File: config.mk
export PLATFORM = sky130hd
export DESIGN_NAME = command_driven_speed_ramp_and_thermostat_core_flat
export DESIGN_NICKNAME = d
export VERILOG_FILES = /design/src/hw/rtl/cdsr_pkg.sv /design/src/hw/rtl/cdsr_in_if.sv /design/src/hw/rtl/cdsr_out_if.sv /design/src/hw/rtl/cdsr_in_reg.sv /design/src/hw/rtl/cdsr_frame.sv /design/src/hw/rtl/cdsr_tconv.sv /design/src/hw/rtl/cdsr_ctrl.sv /design/src/hw/rtl/command_driven_speed_ramp_and_thermostat_core.sv /design/src/flat_wrapper.sv
export SDC_FILE = /design/constraint.sdc
export NUM_CORES = 1
export LEC_CHECK = 0
export BUFFER_PORTS_ARGS = -buffer_cell sky130_fd_sc_hd__buf_4
export CORE_ASPECT_RATIO = 0.8
export CORE_MARGIN = 2
export CORE_UTILIZATION = 50
export CTS_CLUSTER_DIAMETER = 200
export DETAILED_ROUTE_END_ITERATION = 7
export GPL_TIMING_DRIVEN = 1
export PLACE_DENSITY = 0.67
export SETUP_SLACK_MARGIN = 0.05
export SYNTH_ARGS = -nofsm -noshare
export SYNTH_HDL_FRONTEND = slang
export SYNTH_SLANG_ARGS = --single-unit
File: constraint.sdc
create_clock -name i_clk -period 18.3 [get_ports i_clk]
set_input_delay 0 -clock i_clk [delete_from_list [all_inputs] [get_ports i_clk]]
set_output_delay 0 -clock i_clk [all_outputs]
set_load 0.01 [all_outputs]
File: src/hw/rtl/cdsr_pkg.sv
// ----------------------------------------------------------------------------
// cdsr_pkg - shared types and constants for the speed ramp and thermostat core
// Field widths, command letters, phase and mode codes, and the fixed-point
// constants of the temperature conversion.
// ----------------------------------------------------------------------------
package cdsr_pkg;

    // Design defaults handed to the top-level parameters
    localparam int CHANNELS_DEF  = 4;
    localparam int FREQ_BITS_DEF = 20;

    // Word field widths
    localparam int ACTION_W = 2;
    localparam int BYTE_W   = 8;
    localparam int SCH_W    = 2;
    localparam int RAW_W    = 10;
    localparam int HEAT_W   = 4;
    localparam int CFREQ_W  = 20;
    localparam int PHASE_W  = 2;
    localparam int DIV_W    = 8;

    // Frame layout
    localparam int FRAME_LEN = 5;
    localparam int CNT_W     = $clog2(FRAME_LEN);
    localparam int BIDX_W    = $clog2(FRAME_LEN - 1);
    localparam int SEL_W     = 3;
    localparam int VALUE_W   = 11;
    localparam int SETPT_W   = 10;
    localparam int TEMP_W    = 8;
    localparam int TICK_W    = 8;
    localparam int TGT_SHIFT = 9;

    // Reset values
    localparam int DIV_RESET  = 23;
    localparam int FREQ_RESET = 100;

    // ASCII codes
    localparam logic [BYTE_W-1:0] ASCII_ZERO = 8'd48;
    localparam logic [BYTE_W-1:0] ASCII_ONE  = 8'd49;
    localparam logic [BYTE_W-1:0] ASCII_NINE = 8'd57;
    localparam logic [BYTE_W-1:0] LTR_SETPT  = 8'd116;
    localparam logic [BYTE_W-1:0] LTR_RUN_ON = 8'd105;
    localparam logic [BYTE_W-1:0] LTR_RUN_OFF = 8'd101;
    localparam logic [BYTE_W-1:0] LTR_TARGET = 8'd99;
    localparam logic [BYTE_W-1:0] LTR_START  = 8'd97;
    localparam logic [BYTE_W-1:0] LTR_BRAKE  = 8'd100;

    // Decimal weights of the three frame digits
    localparam int DIG_HUND = 100;
    localparam int DIG_TENS = 10;

    // Temperature conversion: floor((raw*SCALE + OFFSET) / DIV) done as one
    // multiply by a rounded-up reciprocal, exact for sums below 2^24
    localparam longint unsigned TC_SCALE  = 10000;
    localparam longint unsigned TC_OFFSET = 874340;
    localparam longint unsigned TC_DIV    = 45505;
    localparam int              TC_SHIFT  = 40;
    localparam int              TC_PROD_W = 50;
    localparam longint unsigned TC_RECIP  =
        ((64'd1 << TC_SHIFT) + TC_DIV - 64'd1) / TC_DIV;
    localparam longint unsigned TC_GAIN   = TC_SCALE * TC_RECIP;
    localparam longint unsigned TC_BIAS   = TC_OFFSET * TC_RECIP;

    // Event kinds
    typedef enum logic [ACTION_W-1:0] {
        ACT_BYTE   = 2'd0,
        ACT_TICK   = 2'd1,
        ACT_SAMPLE = 2'd2,
        ACT_NONE   = 2'd3
    } t_action;

    // Decoded frame commands
    typedef enum logic [2:0] {
        CMD_NONE    = 3'd0,
        CMD_SETPT   = 3'd1,
        CMD_RUN_ON  = 3'd2,
        CMD_RUN_OFF = 3'd3,
        CMD_TARGET  = 3'd4,
        CMD_START   = 3'd5,
        CMD_BRAKE   = 3'd6
    } t_cmd;

    // Ramp phase, one-hot
    typedef enum logic [3:0] {
        PH_IDLE = 4'b0001,
        PH_CMP  = 4'b0010,
        PH_UP   = 4'b0100,
        PH_DOWN = 4'b1000
    } t_phase;

    // Phase codes as seen on the result word
    localparam logic [PHASE_W-1:0] PCODE_IDLE = 2'd0;
    localparam logic [PHASE_W-1:0] PCODE_CMP  = 2'd1;
    localparam logic [PHASE_W-1:0] PCODE_UP   = 2'd2;
    localparam logic [PHASE_W-1:0] PCODE_DOWN = 2'd3;

    // Motor mode, one-hot
    typedef enum logic [2:0] {
        MODE_NONE  = 3'b001,
        MODE_RUN   = 3'b010,
        MODE_BRAKE = 3'b100
    } t_mode;

    // Registered input word
    typedef struct packed {
        logic [ACTION_W-1:0] action;
        logic [BYTE_W-1:0]   rx_byte;
        logic [SCH_W-1:0]    sample_channel;
        logic [RAW_W-1:0]    sample_raw;
    } t_item;

    // Frame decoder to control unit
    typedef struct packed {
        logic               done;
        t_cmd               cmd;
        logic [SEL_W-1:0]   sel;
        logic [VALUE_W-1:0] value;
    } t_frame;

    function automatic logic is_digit(input logic [BYTE_W-1:0] b);
        return (b >= ASCII_ZERO) && (b <= ASCII_NINE);
    endfunction

endpackage

File: src/hw/rtl/cdsr_in_if.sv
// ----------------------------------------------------------------------------
// cdsr_in_if - event channel
// Valid/ready channel carrying one event word.
// ----------------------------------------------------------------------------
interface cdsr_in_if;
    import cdsr_pkg::*;

    logic                valid;
    logic                ready;
    logic [ACTION_W-1:0] action;
    logic [BYTE_W-1:0]   rx_byte;
    logic [SCH_W-1:0]    sample_channel;
    logic [RAW_W-1:0]    sample_raw;

    modport source (output valid, action, rx_byte, sample_channel, sample_raw,
                    input ready);
    modport sink   (input valid, action, rx_byte, sample_channel, sample_raw,
                    output ready);
endinterface

File: src/hw/rtl/cdsr_out_if.sv
// ----------------------------------------------------------------------------
// cdsr_out_if - status channel
// Valid/ready channel carrying one status word per event.
// ----------------------------------------------------------------------------
interface cdsr_out_if;
    import cdsr_pkg::*;

    logic               valid;
    logic               ready;
    logic [HEAT_W-1:0]  heater_bits;
    logic               motor_enabled;
    logic               pulse_output_on;
    logic               done_lamp;
    logic [CFREQ_W-1:0] current_frequency;
    logic [PHASE_W-1:0] ramp_phase;
    logic               running;

    modport source (output valid, heater_bits, motor_enabled, pulse_output_on,
                    done_lamp, current_frequency, ramp_phase, running,
                    input ready);
    modport sink   (input valid, heater_bits, motor_enabled, pulse_output_on,
                    done_lamp, current_frequency, ramp_phase, running,
                    output ready);
endinterface

File: src/hw/rtl/cdsr_in_reg.sv
// ----------------------------------------------------------------------------
// cdsr_in_reg - input register
// Captures one event word and holds it until the control unit takes it.
// ----------------------------------------------------------------------------
module cdsr_in_reg (
    input  logic            i_clk,
    input  logic            i_rst_n,
    cdsr_in_if.sink         i_in,
    input  logic            i_take,
    output logic            o_valid,
    output cdsr_pkg::t_item o_item
);
    import cdsr_pkg::*;

    logic  r_valid;
    t_item r_item;

    // Accept when empty or when the held word leaves this cycle
    assign i_in.ready = !r_valid || i_take;

    always_ff @(posedge i_clk) begin
        if (!i_rst_n) begin
            r_valid <= 1'b0;
        end else if (i_in.ready) begin
            r_valid <= i_in.valid;
        end
    end

    // Load payload on accept
    always_ff @(posedge i_clk) begin
        if (i_in.valid && i_in.ready) begin
            r_item <= '{action:         i_in.action,
                        rx_byte:        i_in.rx_byte,
                        sample_channel: i_in.sample_channel,
                        sample_raw:     i_in.sample_raw};
        end
    end

    assign o_valid = r_valid;
    assign o_item  = r_item;
endmodule

File: src/hw/rtl/cdsr_frame.sv
// ----------------------------------------------------------------------------
// cdsr_frame - frame assembler and command decoder
// Gathers received bytes into five-byte frames and decodes the command when
// the last byte arrives.
// ----------------------------------------------------------------------------
module cdsr_frame #(
    parameter int CHANNELS = cdsr_pkg::CHANNELS_DEF
) (
    input  logic                      i_clk,
    input  logic                      i_rst_n,
    input  logic                      i_fire,
    input  logic [cdsr_pkg::BYTE_W-1:0] i_byte,
    output cdsr_pkg::t_frame          o_frame
);
    import cdsr_pkg::*;

    logic [CNT_W-1:0]  r_count;
    logic [BYTE_W-1:0] r_bytes [FRAME_LEN-1];
    logic              last;
    logic              ch_ok;
    logic              digits_ok;
    logic [BYTE_W-1:0] b0, b1, b2, b3, b4;

    assign last = (r_count == CNT_W'(FRAME_LEN - 1));

    // Count bytes; wrap after the final one
    always_ff @(posedge i_clk) begin
        if (!i_rst_n) begin
            r_count <= '0;
        end else if (i_fire) begin
            r_count <= last ? '0 : r_count + CNT_W'(1);
        end
    end

    // Store the leading bytes; the final byte is used live
    always_ff @(posedge i_clk) begin
        if (i_fire && !last) begin
            r_bytes[r_count[BIDX_W-1:0]] <= i_byte;
        end
    end

    assign b0 = r_bytes[0];
    assign b1 = r_bytes[1];
    assign b2 = r_bytes[2];
    assign b3 = r_bytes[3];
    assign b4 = i_byte;

    assign ch_ok     = (b1 > ASCII_ZERO) && (b1 <= BYTE_W'(int'(ASCII_ZERO) + CHANNELS));
    assign digits_ok = is_digit(b2) && is_digit(b3) && is_digit(b4);

    // Decode the command letter
    always_comb begin
        o_frame.done  = i_fire && last;
        o_frame.sel   = SEL_W'(b1 - ASCII_ONE);
        o_frame.value = VALUE_W'(b2[3:0]) * VALUE_W'(DIG_HUND)
                      + VALUE_W'(b3[3:0]) * VALUE_W'(DIG_TENS)
                      + VALUE_W'(b4[3:0]);
        unique case (b0)
            LTR_SETPT:   o_frame.cmd = (ch_ok && digits_ok) ? CMD_SETPT : CMD_NONE;
            LTR_RUN_ON:  o_frame.cmd = CMD_RUN_ON;
            LTR_RUN_OFF: o_frame.cmd = CMD_RUN_OFF;
            LTR_TARGET:  o_frame.cmd = CMD_TARGET;
            LTR_START:   o_frame.cmd = CMD_START;
            LTR_BRAKE:   o_frame.cmd = CMD_BRAKE;
            default:     o_frame.cmd = CMD_NONE;
        endcase
    end
endmodule

File: src/hw/rtl/cdsr_tconv.sv
// ----------------------------------------------------------------------------
// cdsr_tconv - temperature conversion
// Converts a raw converter value to degrees by a single reciprocal multiply.
// ----------------------------------------------------------------------------
module cdsr_tconv (
    input  logic [cdsr_pkg::RAW_W-1:0]  i_raw,
    output logic [cdsr_pkg::TEMP_W-1:0] o_temp
);
    import cdsr_pkg::*;

    logic [TC_PROD_W-1:0] prod;

    // Gain and bias carry the reciprocal already; the shift drops the fraction
    assign prod   = TC_PROD_W'(i_raw) * TC_PROD_W'(TC_GAIN) + TC_PROD_W'(TC_BIAS);
    assign o_temp = prod[TC_SHIFT +: TEMP_W];
endmodule

File: src/hw/rtl/cdsr_ctrl.sv
// ----------------------------------------------------------------------------
// cdsr_ctrl - control unit and result register
// Applies one event per cycle, unless a stalled result word holds it, to the
// thermostat and ramp state and loads the resulting status word.
// ----------------------------------------------------------------------------
module cdsr_ctrl #(
    parameter int CHANNELS  = cdsr_pkg::CHANNELS_DEF,
    parameter int FREQ_BITS = cdsr_pkg::FREQ_BITS_DEF
) (
    input  logic                        i_clk,
    input  logic                        i_rst_n,
    input  logic                        i_cfg_we,
    input  logic [cdsr_pkg::DIV_W-1:0]  i_cfg_wdata,
    input  logic                        i_valid,
    input  cdsr_pkg::t_item             i_item,
    input  cdsr_pkg::t_frame            i_frame,
    input  logic [cdsr_pkg::TEMP_W-1:0] i_temp,
    output logic                        o_take,
    cdsr_out_if.source                  o_out
);
    import cdsr_pkg::*;

    localparam logic [FREQ_BITS-1:0] FREQ_MAX = '1;

    // Configuration and state
    logic [DIV_W-1:0]     r_div;
    logic [SETPT_W-1:0]   r_setpt [CHANNELS];
    logic [TEMP_W-1:0]    r_temp  [CHANNELS];
    logic [FREQ_BITS-1:0] r_target, n_target;
    logic [FREQ_BITS-1:0] r_freq, n_freq;
    t_phase               r_phase, n_phase;
    t_mode                r_mode, n_mode;
    logic [TICK_W-1:0]    r_tick, n_tick;
    logic                 r_running, n_running;
    logic                 r_lamp, n_lamp;
    logic                 r_enabled, n_enabled;
    logic                 r_pulse, n_pulse;
    logic [CHANNELS-1:0]  r_heat, n_heat;

    // Result register
    logic                 r_out_valid;
    logic [HEAT_W-1:0]    r_out_heat, n_out_heat;
    logic [PHASE_W-1:0]   r_out_phase, n_out_phase;

    logic [TICK_W-1:0]    tick_inc;
    logic [FREQ_BITS-1:0] freq_up, freq_dn;

    assign o_take = i_valid && (!r_out_valid || o_out.ready);

    assign tick_inc = r_tick + TICK_W'(1);
    assign freq_up  = (r_freq != FREQ_MAX) ? r_freq + FREQ_BITS'(1) : r_freq;
    assign freq_dn  = (r_freq != '0) ? r_freq - FREQ_BITS'(1) : r_freq;

    // Next state for the event held in the input register
    always_comb begin
        n_target  = r_target;
        n_freq    = r_freq;
        n_phase   = r_phase;
        n_mode    = r_mode;
        n_tick    = r_tick;
        n_running = r_running;
        n_lamp    = r_lamp;
        n_enabled = r_enabled;
        n_pulse   = r_pulse;
        n_heat    = r_heat;
        case (i_item.action)
            ACT_BYTE: begin
                if (i_frame.done) begin
                    unique case (i_frame.cmd)
                        CMD_RUN_ON: begin
                            n_running = 1'b1;
                            n_lamp    = 1'b0;
                        end
                        CMD_RUN_OFF: begin
                            n_running = 1'b0;
                        end
                        CMD_TARGET: begin
                            n_target = FREQ_BITS'(i_frame.value) << TGT_SHIFT;
                            n_phase  = PH_CMP;
                            n_lamp   = 1'b0;
                        end
                        CMD_START: begin
                            n_target = FREQ_BITS'(i_frame.value) << TGT_SHIFT;
                            n_phase  = PH_CMP;
                            n_lamp   = 1'b0;
                            n_mode   = MODE_RUN;
                            n_pulse  = 1'b1;
                        end
                        CMD_BRAKE: begin
                            n_mode = MODE_BRAKE;
                            n_lamp = 1'b0;
                        end
                        default: begin
                            // setpoints are written in the clocked block
                        end
                    endcase
                end
            end
            ACT_TICK: begin
                if (r_running) begin
                    // Thermostat: heat while below setpoint
                    for (int c = 0; c < CHANNELS; c++) begin
                        n_heat[c] = r_setpt[c] > SETPT_W'(r_temp[c]);
                    end
                    if (tick_inc >= r_div) begin
                        n_tick = '0;
                        // Ramp step
                        unique case (r_mode)
                            MODE_RUN: begin
                                n_enabled = 1'b1;
                                unique case (r_phase)
                                    PH_CMP: begin
                                        if (r_target > r_freq) begin
                                            n_phase = PH_UP;
                                        end else if (r_target < r_freq) begin
                                            n_phase = PH_DOWN;
                                        end
                                    end
                                    PH_UP: begin
                                        n_freq = freq_up;
                                        if (freq_up >= r_target) begin
                                            n_freq  = r_target;
                                            n_phase = PH_IDLE;
                                            n_lamp  = 1'b1;
                                        end
                                    end
                                    PH_DOWN: begin
                                        n_freq = freq_dn;
                                        if (freq_dn <= r_target) begin
                                            n_freq  = r_target;
                                            n_phase = PH_IDLE;
                                            n_lamp  = 1'b1;
                                        end
                                    end
                                    default: begin
                                    end
                                endcase
                            end
                            MODE_BRAKE: begin
                                if (r_freq != '0) begin
                                    n_freq = freq_dn;
                                end else begin
                                    n_lamp    = 1'b1;
                                    n_enabled = 1'b0;
                                end
                            end
                            default: begin
                            end
                        endcase
                    end else begin
                        n_tick = tick_inc;
                    end
                end
            end
            default: begin
                // samples update the temperature table in the clocked block
            end
        endcase
    end

    // Encode the status word
    always_comb begin
        n_out_heat = '0;
        for (int b = 0; b < HEAT_W; b++) begin
            if (b < CHANNELS) begin
                n_out_heat[b] = n_heat[b];
            end
        end
        unique case (n_phase)
            PH_IDLE: n_out_phase = PCODE_IDLE;
            PH_CMP:  n_out_phase = PCODE_CMP;
            PH_UP:   n_out_phase = PCODE_UP;
            PH_DOWN: n_out_phase = PCODE_DOWN;
            default: n_out_phase = PCODE_IDLE;
        endcase
    end

    // Hold the ramp divider
    always_ff @(posedge i_clk) begin
        if (!i_rst_n) begin
            r_div <= DIV_W'(DIV_RESET);
        end else if (i_cfg_we) begin
            r_div <= i_cfg_wdata;
        end
    end

    // Advance control state
    always_ff @(posedge i_clk) begin
        if (!i_rst_n) begin
            r_target  <= FREQ_BITS'(FREQ_RESET);
            r_freq    <= FREQ_BITS'(FREQ_RESET);
            r_phase   <= PH_IDLE;
            r_mode    <= MODE_NONE;
            r_tick    <= '0;
            r_running <= 1'b0;
            r_lamp    <= 1'b0;
            r_enabled <= 1'b0;
            r_pulse   <= 1'b0;
            r_heat    <= '0;
        end else if (o_take) begin
            r_target  <= n_target;
            r_freq    <= n_freq;
            r_phase   <= n_phase;
            r_mode    <= n_mode;
            r_tick    <= n_tick;
            r_running <= n_running;
            r_lamp    <= n_lamp;
            r_enabled <= n_enabled;
            r_pulse   <= n_pulse;
            r_heat    <= n_heat;
        end
    end

    // Setpoint and temperature tables
    always_ff @(posedge i_clk) begin
        if (!i_rst_n) begin
            for (int c = 0; c < CHANNELS; c++) begin
                r_setpt[c] <= '0;
                r_temp[c]  <= '0;
            end
        end else if (o_take) begin
            for (int c = 0; c < CHANNELS; c++) begin
                if (i_item.action == ACT_BYTE && i_frame.done &&
                    i_frame.cmd == CMD_SETPT && i_frame.sel == SEL_W'(c)) begin
                    r_setpt[c] <= SETPT_W'(i_frame.value);
                end
                if (i_item.action == ACT_SAMPLE &&
                    int'(i_item.sample_channel) == c) begin
                    r_temp[c] <= i_temp;
                end
            end
        end
    end

    // Result valid: set on take, drop when taken downstream
    always_ff @(posedge i_clk) begin
        if (!i_rst_n) begin
            r_out_valid <= 1'b0;
        end else if (o_take) begin
            r_out_valid <= 1'b1;
        end else if (o_out.ready) begin
            r_out_valid <= 1'b0;
        end
    end

    always_ff @(posedge i_clk) begin
        if (o_take) begin
            r_out_heat  <= n_out_heat;
            r_out_phase <= n_out_phase;
        end
    end

    assign o_out.valid             = r_out_valid;
    assign o_out.heater_bits       = r_out_heat;
    assign o_out.ramp_phase        = r_out_phase;
    assign o_out.motor_enabled     = r_enabled;
    assign o_out.pulse_output_on   = r_pulse;
    assign o_out.done_lamp         = r_lamp;
    assign o_out.current_frequency = r_freq[CFREQ_W-1:0];
    assign o_out.running           = r_running;
endmodule

File: src/hw/rtl/command_driven_speed_ramp_and_thermostat_core.sv
// ----------------------------------------------------------------------------
// command_driven_speed_ramp_and_thermostat_core - top level
// Serial command frames, control ticks and temperature samples drive a
// four-channel on/off thermostat and a stepper speed ramp.
// ----------------------------------------------------------------------------
//  channel   dir  handshake         word
//  i_in      in   valid / ready     action, rx_byte, sample_channel, sample_raw
//  o_out     out  valid / ready     heater and motor status, frequency, phase
//  i_cfg_*   in   write enable      ramp divider
//
//  Each event passes the input register, then the update logic into the result
//  register; one event enters every cycle while the result is not stalled.
//  The update path is set by the temperature reciprocal multiply.
//  Synchronous active-low reset; no clearing pass is needed.
//  A stalled result holds the state; the input register keeps its word, or takes
//  one if it was empty, and then drops ready until the result word leaves.
// ----------------------------------------------------------------------------
module command_driven_speed_ramp_and_thermostat_core #(
    parameter int CHANNELS  = cdsr_pkg::CHANNELS_DEF,
    parameter int FREQ_BITS = cdsr_pkg::FREQ_BITS_DEF
) (
    input  logic                       i_clk,
    input  logic                       i_rst_n,
    input  logic                       i_cfg_we,
    input  logic [cdsr_pkg::DIV_W-1:0] i_cfg_wdata,
    cdsr_in_if.sink                    i_in,
    cdsr_out_if.source                 o_out
);
    import cdsr_pkg::*;

    logic               in_valid;
    t_item              in_item;
    logic               take;
    t_frame             frame;
    logic [TEMP_W-1:0]  temp;

    // Input register
    cdsr_in_reg u_in_reg (
        .i_clk   (i_clk),
        .i_rst_n (i_rst_n),
        .i_in    (i_in),
        .i_take  (take),
        .o_valid (in_valid),
        .o_item  (in_item)
    );

    // Frame assembly
    cdsr_frame #(
        .CHANNELS (CHANNELS)
    ) u_frame (
        .i_clk   (i_clk),
        .i_rst_n (i_rst_n),
        .i_fire  (take && (in_item.action == ACT_BYTE)),
        .i_byte  (in_item.rx_byte),
        .o_frame (frame)
    );

    // Temperature conversion
    cdsr_tconv u_tconv (
        .i_raw  (in_item.sample_raw),
        .o_temp (temp)
    );

    // State update and result register
    cdsr_ctrl #(
        .CHANNELS  (CHANNELS),
        .FREQ_BITS (FREQ_BITS)
    ) u_ctrl (
        .i_clk       (i_clk),
        .i_rst_n     (i_rst_n),
        .i_cfg_we    (i_cfg_we),
        .i_cfg_wdata (i_cfg_wdata),
        .i_valid     (in_valid),
        .i_item      (in_item),
        .i_frame     (frame),
        .i_temp      (temp),
        .o_take      (take),
        .o_out       (o_out)
    );
endmodule
File: src/flat_wrapper.sv
// flat-port wrapper written by rule: the top's interface ports become plain ports
module command_driven_speed_ramp_and_thermostat_core_flat import cdsr_pkg::*;
#(
    parameter int CHANNELS  = cdsr_pkg::CHANNELS_DEF,
    parameter int FREQ_BITS = cdsr_pkg::FREQ_BITS_DEF
)
  (i_clk, i_rst_n, i_cfg_we, i_cfg_wdata, i_in_valid, i_in_action, i_in_rx_byte, i_in_sample_channel, i_in_sample_raw, i_in_ready, o_out_valid, o_out_heater_bits, o_out_motor_enabled, o_out_pulse_output_on, o_out_done_lamp, o_out_current_frequency, o_out_ramp_phase, o_out_running, o_out_ready);
  cdsr_in_if i_in_i ();
  cdsr_out_if o_out_i ();
  input  logic i_clk;
  input  logic i_rst_n;
  input  logic i_cfg_we;
  input  logic [cdsr_pkg::DIV_W-1:0] i_cfg_wdata;
  input wire logic [$bits(i_in_i.valid)-1:0] i_in_valid;
  input wire logic [$bits(i_in_i.action)-1:0] i_in_action;
  input wire logic [$bits(i_in_i.rx_byte)-1:0] i_in_rx_byte;
  input wire logic [$bits(i_in_i.sample_channel)-1:0] i_in_sample_channel;
  input wire logic [$bits(i_in_i.sample_raw)-1:0] i_in_sample_raw;
  output wire logic [$bits(i_in_i.ready)-1:0] i_in_ready;
  output wire logic [$bits(o_out_i.valid)-1:0] o_out_valid;
  output wire logic [$bits(o_out_i.heater_bits)-1:0] o_out_heater_bits;
  output wire logic [$bits(o_out_i.motor_enabled)-1:0] o_out_motor_enabled;
  output wire logic [$bits(o_out_i.pulse_output_on)-1:0] o_out_pulse_output_on;
  output wire logic [$bits(o_out_i.done_lamp)-1:0] o_out_done_lamp;
  output wire logic [$bits(o_out_i.current_frequency)-1:0] o_out_current_frequency;
  output wire logic [$bits(o_out_i.ramp_phase)-1:0] o_out_ramp_phase;
  output wire logic [$bits(o_out_i.running)-1:0] o_out_running;
  input wire logic [$bits(o_out_i.ready)-1:0] o_out_ready;
  assign i_in_i.valid = i_in_valid;
  assign i_in_i.action = i_in_action;
  assign i_in_i.rx_byte = i_in_rx_byte;
  assign i_in_i.sample_channel = i_in_sample_channel;
  assign i_in_i.sample_raw = i_in_sample_raw;
  assign i_in_ready = i_in_i.ready;
  assign o_out_valid = o_out_i.valid;
  assign o_out_heater_bits = o_out_i.heater_bits;
  assign o_out_motor_enabled = o_out_i.motor_enabled;
  assign o_out_pulse_output_on = o_out_i.pulse_output_on;
  assign o_out_done_lamp = o_out_i.done_lamp;
  assign o_out_current_frequency = o_out_i.current_frequency;
  assign o_out_ramp_phase = o_out_i.ramp_phase;
  assign o_out_running = o_out_i.running;
  assign o_out_i.ready = o_out_ready;
  command_driven_speed_ramp_and_thermostat_core #(.CHANNELS(CHANNELS), .FREQ_BITS(FREQ_BITS)) u_core (.i_clk(i_clk), .i_rst_n(i_rst_n), .i_cfg_we(i_cfg_we), .i_cfg_wdata(i_cfg_wdata), .i_in(i_in_i), .o_out(o_out_i));
endmodule
Word-level counts from Yosys, hierarchy flattened
Memory sizes are Yosys's and may differ from the RTL's. Cells that the tools add are included.

$add $sub $neg: 8. $mul: 3. Order comparisons: 17. Equality and inequality tests: 42. Mux-type cells: 84. Bitwise logic cells: 8. Reductions and logical operators: 46.

Operators with widths (count): $mux W20 (5); $pmux W20 S2 (2); $add A48 B45 Y48 const B (1); $eq A8 B7 Y1 const B (6); $mux W1 (46); $mux W4 (11); $mul A10 B32 Y42 const B (1); $gt A10 B8 Y1 (4); $mux W10 (4); $mux W8 (5); $le A8 B6 Y1 const B (4); $ge A8 B6 Y1 const B (3); $logic_and A1 B1 Y1 (22); $add A20 B1 Y20 const B (1); $ge A20 B20 Y1 (1); $gt A20 B20 Y1 (1); $le A20 B20 Y1 (1); $lt A20 B20 Y1 (1); $ne A20 B20 Y1 const B (1); $reduce_bool A20 Y1 (1); $sub A20 B1 Y20 const B (1); $pmux W3 S6 (1); $reduce_and A4 Y1 (4); $eq A3 B2 Y1 const B (5); other kinds (40) (76).

Register bits after elaboration: 98. Memory bits (writable): 104. Output and inout bits: 32. Word-level logic and storage cells: 231. Memories: 3.

Memories: u_core.u_ctrl.r_setpt (depth 4, width 10, read ports 4, clocked after memory_dff 0, wr ports 4, line cdsr_ctrl.sv:27) `logic [SETPT_W-1:0] r_setpt [CHANNELS];`; u_core.u_ctrl.r_temp (depth 4, width 8, read ports 4, clocked after memory_dff 0, wr ports 4, line cdsr_ctrl.sv:28) `logic [TEMP_W-1:0] r_temp [CHANNELS];`; u_core.u_frame.r_bytes (depth 4, width 8, read ports 4, clocked after memory_dff 0, wr ports 1, line cdsr_frame.sv:18) `logic [BYTE_W-1:0] r_bytes [FRAME_LEN-1];`.

Depth between registers and ports, before layout
Gate-level depths: netlist of run 1. An unclocked memory read counts as a cell.

Depth after elaboration: 16. Depth in mapped cells: 22.

By module
Synthesis of run 1 repeated with hierarchy kept, for this count alone.

Cells, all modules: 1901. Area, all modules: 17744.5 sq um.

By module, submodules not included: cdsr_ctrl (times used 1, cells each 1034, area an instance 9322.7 sq um, sequential area each 3623.5 sq um); cdsr_tconv (times used 1, cells each 664, area an instance 5519.0 sq um, sequential area each 0.0 sq um); cdsr_frame (times used 1, cells each 175, area an instance 2172.1 sq um, sequential area each 1021.0 sq um); cdsr_in_reg (times used 1, cells each 27, area an instance 718.2 sq um, sequential area each 680.7 sq um); command_driven_speed_ramp_and_thermostat_core (times used 1, cells each 1, area an instance 12.5 sq um, sequential area each 0.0 sq um).

Worst setup path before layout of run 1
OpenSTA, ideal clock, no wires.

Kind: reg-to-reg. Start: register u_core.u_in_reg.r_item, in the netlist u_core.u_in_reg.o_item[1]. End: memory u_core.u_ctrl.r_temp[0][5], data pin. Arrival: 5987 ps. Slack: 12040 ps. Cell stages (with the launch flop): 21. Period minus slack after synthesis: 6260 ps. Path through: edfxtp_1 -> fa_1 -> fa_1 -> fa_1 -> fa_1 -> inv_1 -> fa_1 -> inv_1 -> ha_1 -> buf_2 -> a21oi_1 -> o21ai_0 -> a211oi_2 -> a21oi_1 -> a311o_1 -> a211oi_1 -> a311o_1 -> o211ai_1 -> o21ai_1 -> nor3b_1 -> nor3_1.

RTL lines: start: declaration (line cdsr_in_reg.sv:16) `t_item r_item;`; start signal: assignment (line cdsr_in_reg.sv:32) `r_item <= '{action: i_in.action,`; end: declaration (line cdsr_ctrl.sv:28).

==> results of run 1 <==
[critical path: stages (launching register included)]
cell and delay [ns]:
edfxtp_1 0.61, fa_1 0.64, fa_1 0.58, fa_1 0.44, fa_1 0.55, inv_1 0.05
fa_1 0.50, inv_1 0.04, ha_1 0.42, a21oi_1 0.16, o211a_1 0.25, o21ai_0 0.40
a211oi_1 0.11, or3_1 0.40, a2111oi_2 0.37, nand4_1 0.19, a31oi_2 0.30, o311ai_1 0.16
xnor2_1 0.44, nor2_1 0.08
[synthesized netlist by cell type (12+ instances only)]
library cell,instances,share of area
nor3b_1,12,0.0053
mux2i_1,13,0.0076
a21o_1,31,0.014
ha_1,250,0.18
buf_2,16,0.0047
a221oi_1,14,0.0071
nand2_1,123,0.027
fa_1,65,0.076
o211ai_1,16,0.0070
nor4_1,14,0.0051
o21ai_0,61,0.018
inv_1,222,0.049
clkbuf_1,35,0.0077
and3_1,20,0.0073
xor2_1,22,0.011
nor2_1,181,0.040
a31oi_1,17,0.0062
a211oi_1,18,0.0079
dfxtp_1,68,0.079
and2_1,13,0.0047
nand2b_1,12,0.0044
xnor2_1,58,0.030
a21oi_1,107,0.031
nor2b_1,19,0.0069
nor3_1,28,0.0082
nand4_1,43,0.016
o21a_1,34,0.015
edfxtp_1,132,0.23
nand3_1,31,0.0090
[flip-flops by register name, summed over array words and instances, names as in the netlist]
name,count
u_core.u_ctrl.r_setpt,40
u_core.u_ctrl.r_temp,32
u_core.u_frame.r_bytes,32
u_core.u_in_reg.o_item,22
u_core.u_ctrl.o_out.current_frequency,20
u_core.u_ctrl.r_target,12
u_core.u_ctrl.r_div,8
u_core.u_ctrl.r_tick,8
u_core.u_ctrl.o_out.heater_bits,4
u_core.u_ctrl.r_heat,4
u_core.u_ctrl.r_phase,4
u_core.u_ctrl.r_mode,3
u_core.u_frame.r_count,3
u_core.u_ctrl.o_out.ramp_phase,2
u_core.u_ctrl.o_out.done_lamp,1
u_core.u_ctrl.o_out.motor_enabled,1
u_core.u_ctrl.o_out.pulse_output_on,1
u_core.u_ctrl.o_out.running,1
u_core.u_ctrl.o_out.valid,1
u_core.u_in_reg.o_valid,1
[layer usage]
layer  part of all wire  wire, um  GRT usage  vias to the layer above
li1                   -         -          -                     6686
met1               0.50     22800      0.395                     6564
met2               0.41     18700      0.375                      417
met3              0.074      3360     0.0609                       29
met4             0.0072       327     0.0383                        0
met5                  0         0          0                        -
[cell type report]
type | count | area, sq um
tap | 434 | 543
fill | 2974 | 14700
sequential | 200 | 5330
multi-input combinational | 1352 | 10700
clock buffer | 18 | 439
inverter | 224 | 841
clock inverter | 14 | 139
timing repair buffer | 118 | 1000
[worst max path at each step]
stage                                    startpoint                         end  depth (start not counted)
after CTS                 u_core.u_in_reg.o_item[1]  u_core.u_ctrl.r_temp[3][7]                         19
after detailed placement  u_core.u_in_reg.o_item[1]  u_core.u_ctrl.r_temp[2][7]                         19
after global placement    u_core.u_in_reg.o_item[1]  u_core.u_ctrl.r_temp[0][5]                         19
after floorplan           u_core.u_in_reg.o_item[1]  u_core.u_ctrl.r_temp[0][5]                         20
after global routing      u_core.u_in_reg.o_item[1]  u_core.u_ctrl.r_temp[2][7]                         19
final                     u_core.u_in_reg.o_item[1]  u_core.u_ctrl.r_temp[0][7]                         19
[power by group]
part | internal, mW | switching, mW | leakage, nW
combinational | 0.451 | 0.771 | 6.30
sequential | 0.492 | 0.0113 | 1.86
clock | 0.195 | 0.187 | 0.278
[stage by stage]
step	utilization	cell area [sq um]	power, mW	instances	hold WS, ns
detailed placement	0.533	18000	1.70	2282	0.179
floorplan	-	17200	1.42	1834	0.0989
CTS	0.564	19000	2.09	2360	0.240
global route	0.564	19000	2.28	2360	0.238
finish	0.564	19000	2.11	2360	0.255
global placement	0.533	18000	1.70	2282	0.179
[kinds of logic (layout without fill, tap and decap cells)]
group	Yosys count	count (layout)	share of synthesized area
buffers and inverters	282	374	0.0638
AO/OA/AOI/OAI	398	398	0.162
adder cells (fa/ha/maj)	315	315	0.258
AND/OR/NAND/NOR	544	544	0.156
XOR/XNOR	80	80	0.0409
multiplexers	15	15	0.00890
flip-flops	200	200	0.310
[timing repair]
action / in CTS / in global routing
resized for setup: 0 / 0
hold buffers: 46 / 0
hold endpoints to repair: 38 / 0
==> results.txt, run 1 <==
Main synth FF type: edfxtp_1
Initial Utilization: 0.509
Max cap viols: 0
R2r endpoint: u_core.u_ctrl.r_temp[0][7]
Period utilisation layout: 0.380
Post-CTS Setup Bufs: 0
Syn-to-layout area delta: 10.9%
Fin Setup TNS: 0 ns
Hold path endpoint: u_core.u_in_reg.o_item[12]
Leakage: 8.44 nW
Syn_nets: 2184
GRT overflow: 0
Cts bufs inserted: 17
Endpoint class of the critical path: flop
# port buffers: 66
DIE AREA: 35800 sq um
Fin. max-slew vios: 0
Drt drc: 0
Tot GR Track Use: 0.258
CTS H-Tree Depth: 4
Post-Route WL: 45200 um
Synth Register Bits: 200
Critical Path Fanout Max: 11
Most common cell after layout, fill and taps aside: ha_1
Worst Reg-to-Reg Cells: 19
Register area share after synthesis: 0.310
Reg-to-Reg Start: u_core.u_in_reg.o_item[1]
DP Wirelength: 35700 um
Largest net degree at the start of global routing: 59
Ys async rst share: 0
Later-pin clock latency in the skew report: 0.46 ns
Remaining antenna violation count: 0
Avg Inst Size Synth: 9.35 sq um
Worst slew margin: 0.187
Horiz. Die Dim: 211 um
VDD IR max: 0.0894 mV
Routed vias: 13700
Final hold violation count: 0
Initial DRC count: 1198
Min Clock Period, post-route: 6.96 ns
Clock buffer depth: 2
Clock skew: 0.0109 ns
Clock transition at path regs: 0.08 ns
Critical path class: flop to flop
Yosys synthesis warning count: 0
Hold WC Path Type: primary input to flop
Post-Synthesis Cell Area: 17200 sq um
Initial antenna violation count: 0
Power density over cell area: 111 nW/um^2
Max Freq: 144 MHz
CP Data Required Time: 18.49 ns
Row cnt: 60
Most frequent cells in the layout: ha_1 (250), inv_1 (221), nor2_1 (181)
Fraction of layout cells with a size suffix above 1: 0.0784
Status: finished clean
Final nets: 2263
Die Y: 170 um
Slew @ Worst Pin: 1.21 ns
WHS Path Cells: 2
Crit path launch type: flop
DP Worst Slack: 11.34 ns
Placer Congestion: 0.977
Vias in the first global route: 13200
Pre-Repair DR Iteration Count: 7
Worst Path Arrival: 7.15 ns
# clock sinks: 200
Root buffer cell: clkbuf_16
DR vias/cell: 5.80
Antenna diodes: 0
CTS tree: yes
I/O pin total: 67
Distinct cells, synth: 88
Final worst slack: 11.34 ns
WL/cell: 19.2 um
First-pass GRT wire length: 72100 um
Syn Inst Count: 1834
HP Start: i_in_rx_byte[0]
Reg-to-reg slack, setup: 11.34 ns
Final setup fails: 0
EDFF count, synth: 132
Core ar.: 33700 sq um
RSZ-0062 raised after global routing: no
Power figures use the tool's default switching activity.
==> run 2, diff against run 1 <==
--- a/config.mk
+++ b/config.mk
@@ -5,6 +5,7 @@
 export SDC_FILE = /design/constraint.sdc
 export NUM_CORES = 1
 export LEC_CHECK = 0
+export ABC_AREA = 1
 export BUFFER_PORTS_ARGS = -buffer_cell sky130_fd_sc_hd__buf_4
 export CORE_ASPECT_RATIO = 0.8
 export CORE_MARGIN = 2
@@ -12,7 +13,7 @@
 export CTS_CLUSTER_DIAMETER = 200
 export DETAILED_ROUTE_END_ITERATION = 7
 export GPL_TIMING_DRIVEN = 1
-export PLACE_DENSITY = 0.67
+export PLACE_DENSITY = 0.69
 export SETUP_SLACK_MARGIN = 0.05
 export SYNTH_ARGS = -nofsm -noshare
 export SYNTH_HDL_FRONTEND = slang
==> constraint.sdc (replaced) <==
create_clock -name i_clk -period 6.07 [get_ports i_clk]
set_input_delay 0 -clock i_clk [delete_from_list [all_inputs] [get_ports i_clk]]
set_output_delay 0 -clock i_clk [all_outputs]
set_load 0.01 [all_outputs]
==> results.txt, run 2 <==
Final nets: 3252 (+44%)
Max Freq: 174 MHz (+21%)
Avg Inst Size Synth: 7.21 sq um (-23%)
Largest family of logic cells by synthesized area: simple AND/OR/NAND/NOR gates
I/O pin total: 67 (unchanged)
Worst path slowest cell: fa_1
Die Y: 183 um (+7.7%)
Distinct cells, synth: 59 (-33%)
Final Util: 0.575 (+0.0106)
Top-count cell post-synth: nand2_1
Vias in the first global route: 17700 (+34%)
Hold WC Path Type: primary input to flop
Min Clock Period, post-route: 5.76 ns (-1.20 ns)
Core ar.: 39400 sq um (+17%)
CTS tree: yes
Leakage: 11.2 nW (+33%)
DIE AREA: 41500 sq um (+16%)
Routed vias: 18900 (+38%)
# clock sinks: 200 (unchanged)
CP bufs+invs: 4 (+2)
Largest net degree at the start of global routing: 47 (-20%)
Worst slew margin: 0.270 (+0.0826)
Synth Area in Adders: 0.222 (-0.0364)
Ys async rst share: 0 (unchanged)
Critical Path Fanout Max: 5 (-6)
Root buffer cell: clkbuf_16
Cts bufs inserted: 17 (unchanged)
DP Wirelength: 51900 um (+45%)
Clock buffer depth: 2 (unchanged)
Antenna diodes: 0 (unchanged)
CP Data Required Time: 6.27 ns (-12.22 ns)
RSZ-0062 raised after global routing: yes
Placer Congestion: 0.976 (-0.14%)
Cell family with most CP delay: adder cells
Worst Path Arrival: 5.96 ns (-1.19 ns)
Post-Synth XOR/XNOR Area: 0.0253 (-0.0155)
Largest register FFs: 40 (unchanged)
First-pass GRT wire length: 98000 um (+36%)
Commonest cells in the netlist: nand2_1 (689), inv_1 (514), nor2_1 (297)
Top-area cell type share of the netlist area: 0.199 (-0.0325)
Crit-path max cell delay: 0.53 ns (-0.11 ns)
EDFF count, synth: 132 (unchanged)
Power density over cell area: 434 nW/um^2 (+290%)
CTS H-Tree Depth: 4 (unchanged)
Most frequent cells in the layout: nand2_1 (665), inv_1 (514), nor2_1 (272)
Clock skew: 0.0108 ns (-0.0000679 ns)
Simple-gate share of the synthesized area: 0.300 (+0.144)
Initial Utilization: 0.507 (-0.00171)
Final hold violation count: 0 (unchanged)
Register area share after synthesis: 0.267 (-0.0437)
FF+latch area: 5330 sq um (unchanged)
Most flops, register: u_core.u_ctrl.r_setpt
Mux contribution to synthesized area: 0 (-0.00890)
Horiz. Die Dim: 227 um (+7.7%)
GRT overflow: 0 (unchanged)
Total Power: 9.82 mW (+370%)
# fillers: 3790 (+27%)
Period utilisation layout: 0.949 (+0.569)
Syn-to-layout area delta: 13.4%
Most common cell after layout, fill and taps aside: nand2_1
DR vias/cell: 5.47 (-5.8%)
Drt drc: 0 (unchanged)
Slew @ Worst Pin: 1.09 ns (-0.121 ns)
Multi-input gate area: 12900 sq um (+20%)
Final setup fails: 0 (unchanged)
Syn_nets: 3118 (+43%)
Remaining antenna violation count: 0 (unchanged)
Initial antenna violation count: 0 (unchanged)
Syn Inst Count: 2768 (+51%)
Synth Register Bits: 200 (unchanged)
Critical path class: flop to flop
Post-Synthesis Cell Area: 20000 sq um (+16%)
Post-Route WL: 63400 um (+40%)
Critical Path Stages: 29 (+10)
Compound-gate portion of the synthesized area: 0.0805 (-0.0813)
Synth area leaders: edfxtp_1 (20%), ha_1 (16%), nand2_1 (13%)
Yosys synthesis warning count: 0 (unchanged)
Worst Reg-to-Reg Cells: 29 (+10)
Status: finished clean
Row cnt: 65 (+8.3%)
Final worst slack: 0.309 ns (-11.03 ns)
Fraction of layout cells with a size suffix above 1: 0.102 (+0.0232)
Pre-Repair DR Iteration Count: 5 (-2)
Initial DRC count: 2036 (+70%)
# port buffers: 66 (unchanged)
Cell mode on critical path: nand2_1
Main synth FF type: edfxtp_1
Endpoint class of the critical path: flop
Later-pin clock latency in the skew report: 0.46 ns (about the same)
WHS Path Cells: 2 (unchanged)
Yosys top cell by area: edfxtp_1
Fin Setup TNS: 0 ns (unchanged)
Crit path launch type: flop
Max cap viols: 0 (unchanged)
DP Worst Slack: 0.0885 ns (-11.25 ns)
Fin. max-slew vios: 0 (unchanged)
Tot GR Track Use: 0.310 (+0.0520)
Clock transition at path regs: 0.08 ns (about the same)
WL/cell: 18.4 um (-4.0%)
VDD IR max: 0.334 mV (+270%)
## run 2: path summary, 6_finish.rpt
kind | endpoint | slack [ns] | startpoint
setup / recovery | u_core.u_ctrl.r_temp[0][1] | 0.31 | u_core.u_in_reg.o_item[2]
hold / removal | u_core.u_in_reg.o_item[12] | 0.26 | i_in_rx_byte[0]
setup reg to reg | u_core.u_ctrl.r_temp[0][1] | 0.31 | u_core.u_in_reg.o_item[2]
hold reg to reg | u_core.u_ctrl.o_out.pulse_output_on | 0.45 | u_core.u_ctrl.o_out.pulse_output_on
## run 2: cell type report
class / count / area share
sequential: 200 / 0.235
tap: 536 / 0.0296
clock inverter: 14 / 0.00923
inverter: 522 / 0.0866
multi-input combinational: 2020 / 0.568
timing repair buffer: 141 / 0.0521
clock buffer: 17 / 0.0188
## run 2: stage by stage
step | hold WS, ns | cell area, sq um | instances
floorplan | 0.0989 | 20000 | 2768
global placement | 0.178 | 21200 | 3367
finish | 0.258 | 22600 | 3450
global route | 0.249 | 22600 | 3450
detailed placement | 0.179 | 21200 | 3367
CTS | 0.240 | 22300 | 3447
## run 2: layer usage
| metal | track usage | routed length [um] | vias to the layer above |
|---|---|---|---|
| met5 | 0 | 0 | - |
| met4 | 0.0554 | 1000 | 0 |
| met3 | 0.0654 | 6290 | 71 |
| met2 | 0.430 | 25000 | 768 |
| met1 | 0.492 | 31200 | 8853 |
| li1 | - | - | 9178 |
## run 2: logic make-up after synthesis
logic type | count (synthesis)
AND/OR/NAND/NOR | 1358
buffers and inverters | 548
adder cells (fa/ha/maj) | 315
AO/OA/AOI/OAI | 291
flip-flops | 200
XOR/XNOR | 56
## run 2: where the power goes
part           switching, mW  internal, mW
combinational           4.87          2.19
sequential            0.0268          1.49
clock                  0.576         0.668
## run 2: timing repair
action | 4_1_cts | 5_1_grt
hold buffers | 47 | 0
hold endpoints to repair | 33 | 0
setup buffers | 2 | 3
gates resized for setup | 0 | 96
cloned | 0 | 0
pin swaps | 0 | 8
endpoints found under the setup margin | 1 | 32
==> run 3, diff against run 2 <==
--- a/config.mk
+++ b/config.mk
@@ -14,6 +14,7 @@
 export DETAILED_ROUTE_END_ITERATION = 7
 export GPL_TIMING_DRIVEN = 1
 export PLACE_DENSITY = 0.69
+export RECOVER_POWER = 25
 export SETUP_SLACK_MARGIN = 0.05
 export SYNTH_ARGS = -nofsm -noshare
 export SYNTH_HDL_FRONTEND = slang
==> results.txt, run 3 (same netlist as run 2, synthesis figures left out) <==
GRT overflow: 0 (unchanged)
Row cnt: 65 (unchanged)
Most flops, register: u_core.u_ctrl.r_setpt
Fin. max-slew vios: 47 (+47)
CTS H-Tree Depth: 4 (unchanged)
Min Clock Period, post-route: 5.74 ns (-0.0159 ns)
Pre-Repair DR Iteration Count: 6 (+1)
Met3 Use GR: 0.0654 (unchanged)
Horiz. Die Dim: 227 um (unchanged)
DR vias/cell: 5.49 (+0.31%)
First-pass GRT wire length: 98000 um (unchanged)
Fin Setup TNS: 0 ns (unchanged)
Leakage: 11.1 nW (-1.3%)
Most common cell after layout, fill and taps aside: nand2_1
Largest register FFs: 40 (unchanged)
Clock transition at path regs: 0.08 ns (about the same)
Cell mode on critical path: nand2_1
Crit-path max cell delay: 0.53 ns (about the same)
Initial antenna violation count: 0 (unchanged)
DIE AREA: 41500 sq um (unchanged)
Final setup fails: 0 (unchanged)
Remaining antenna violation count: 0 (unchanged)
# port buffers: 66 (unchanged)
Placer Congestion: 0.976 (unchanged)
DP Wirelength: 51900 um (unchanged)
Crit path launch type: flop
Die Y: 183 um (unchanged)
Post-Route WL: 63600 um (+0.17%)
Fraction of layout cells with a size suffix above 1: 0.0892 (-0.0124)
Worst path slowest cell: fa_1
Met2 Usage GRT: 0.430 (unchanged)
WL/cell: 18.4 um (+0.17%)
Max cap viols: 1 (+1)
Later-pin clock latency in the skew report: 0.46 ns (about the same)
CP bufs+invs: 5 (+1)
Critical Path Fanout Max: 4 (-1)
CP Data Required Time: 6.27 ns (about the same)
Clock skew: 0.0103 ns (-0.000514 ns)
Most frequent cells in the layout: nand2_1 (665), inv_1 (514), nor2_1 (272)
Hold WC Path Type: primary input to flop
Final hold violation count: 0 (unchanged)
Crit-path cells: buf_4 > buf_4 > ha_1 > fa_1 > fa_1 > fa_1 > inv_1 > fa_1 > inv_1 > ha_2 > nand2_1 > nor2_1 > buf_4 > a21oi_2 > nand2_1 > nand2_1 > nand2_1 > nand2_1 > nor2_2 > nand2_1 > nor2_1 > nand4_1 > nand3_1 > a21oi_1
Worst Path Arrival: 5.94 ns (-0.02 ns)
FF+latch area: 5330 sq um (unchanged)
Critical path class: flop to flop
Period utilisation layout: 0.946 (-0.00261)
GR Util met1: 0.492 (unchanged)
Core ar.: 39400 sq um (unchanged)
Routed vias: 18900 (+0.31%)
Total Power: 9.79 mW (-0.28%)
VDD IR max: 0.330 mV (-1.2%)
Initial DRC count: 1819 (-11%)
RSZ-0062 raised after global routing: yes
Slew @ Worst Pin: 2.45 ns (+1.36 ns)
Worst Reg-to-Reg Cells: 24 (-17%)
WHS Path Cells: 2 (unchanged)
Initial Utilization: 0.507 (unchanged)
Tot GR Track Use: 0.310 (unchanged)
Critical Path Stages: 24 (-17%)
Largest net degree at the start of global routing: 47 (unchanged)
Power density over cell area: 435 nW/um^2 (+0.32%)
Endpoint class of the critical path: flop
Drt drc: 0 (unchanged)
Max Freq: 174 MHz (+0.28%)
Cell family with most CP delay: adder cells
Multi-input gate area: 12900 sq um (unchanged)
Final nets: 3252 (unchanged)
# clock sinks: 200 (unchanged)
Cts bufs inserted: 17 (unchanged)
CTS tree: yes
Vias in the first global route: 17700 (unchanged)
I/O pin total: 67 (unchanged)
Root buffer cell: clkbuf_16
Clock buffer depth: 2 (unchanged)
Antenna diodes: 0 (unchanged)
Violated checks: capacitance limit, slew limit
Status: complete, but fails checks
# fillers: 3823 (+0.87%)
Syn-to-layout area delta: 12.7%
Global routing's busiest layer: met1
Worst slew margin: -0.634 (-0.903)
## run 3: path summary, 6_finish.rpt
| kind | endpoint | slack [ns] | startpoint |
|---|---|---|---|
| worst max-delay path | u_core.u_ctrl.r_temp[3][2] | 0.33 | u_core.u_in_reg.o_item[2] |
| worst min register to register | u_core.u_ctrl.o_out.pulse_output_on | 0.45 | u_core.u_ctrl.o_out.pulse_output_on |
| worst min-delay path | u_core.u_in_reg.o_item[12] | 0.28 | i_in_rx_byte[0] |
| worst max register to register | u_core.u_ctrl.r_temp[3][2] | 0.33 | u_core.u_in_reg.o_item[2] |
## run 3: report_power, final
group / total, mW / internal (mW) / switching (mW)
Combinational: 7.04 / 2.19 / 4.85
Sequential: 1.51 / 1.49 / 0.0268
Clock: 1.24 / 0.668 / 0.576
Total: 9.79 / 4.34 / 5.45
## run 3: metrics by stage
stage                     utilization  area (sq um)  setup slack, ns  hold WS (ns)  cells
after CTS                       0.566         22300           0.0684         0.240   3447
final                           0.571         22500            0.325         0.275   3450
after global placement          0.537         21200            0.166         0.178   3367
after global routing            0.571         22500          0.00432         0.267   3450
after floorplan                     -         20000            0.605        0.0989   2768
after detailed placement        0.537         21200           0.0885         0.179   3367
## run 3: layer usage
layer / wire length, um / part of all wire
met1: 31400 / 0.49
met4: 980 / 0.015
met3: 6090 / 0.096
met5: 0 / 0
met2: 25100 / 0.39
## run 3: final cells by class
type | count | share of cell area
Clock inverter | 14 | 0.00929
Clock buffer | 17 | 0.0189
Multi-Input combinational cell | 2020 | 0.572
Timing Repair Buffer | 141 | 0.0464
Inverter | 522 | 0.0871
Tap cell | 536 | 0.0298
Sequential cell | 200 | 0.237
## run 3: timing repair
action | in CTS | in global routing
setup buffers | 2 | 3
hold buffers | 47 | 0
endpoints found under the hold margin | 33 | 0
setup endpoints to repair | 1 | 32
pin swaps | 0 | 8
resized for setup | 0 | 96
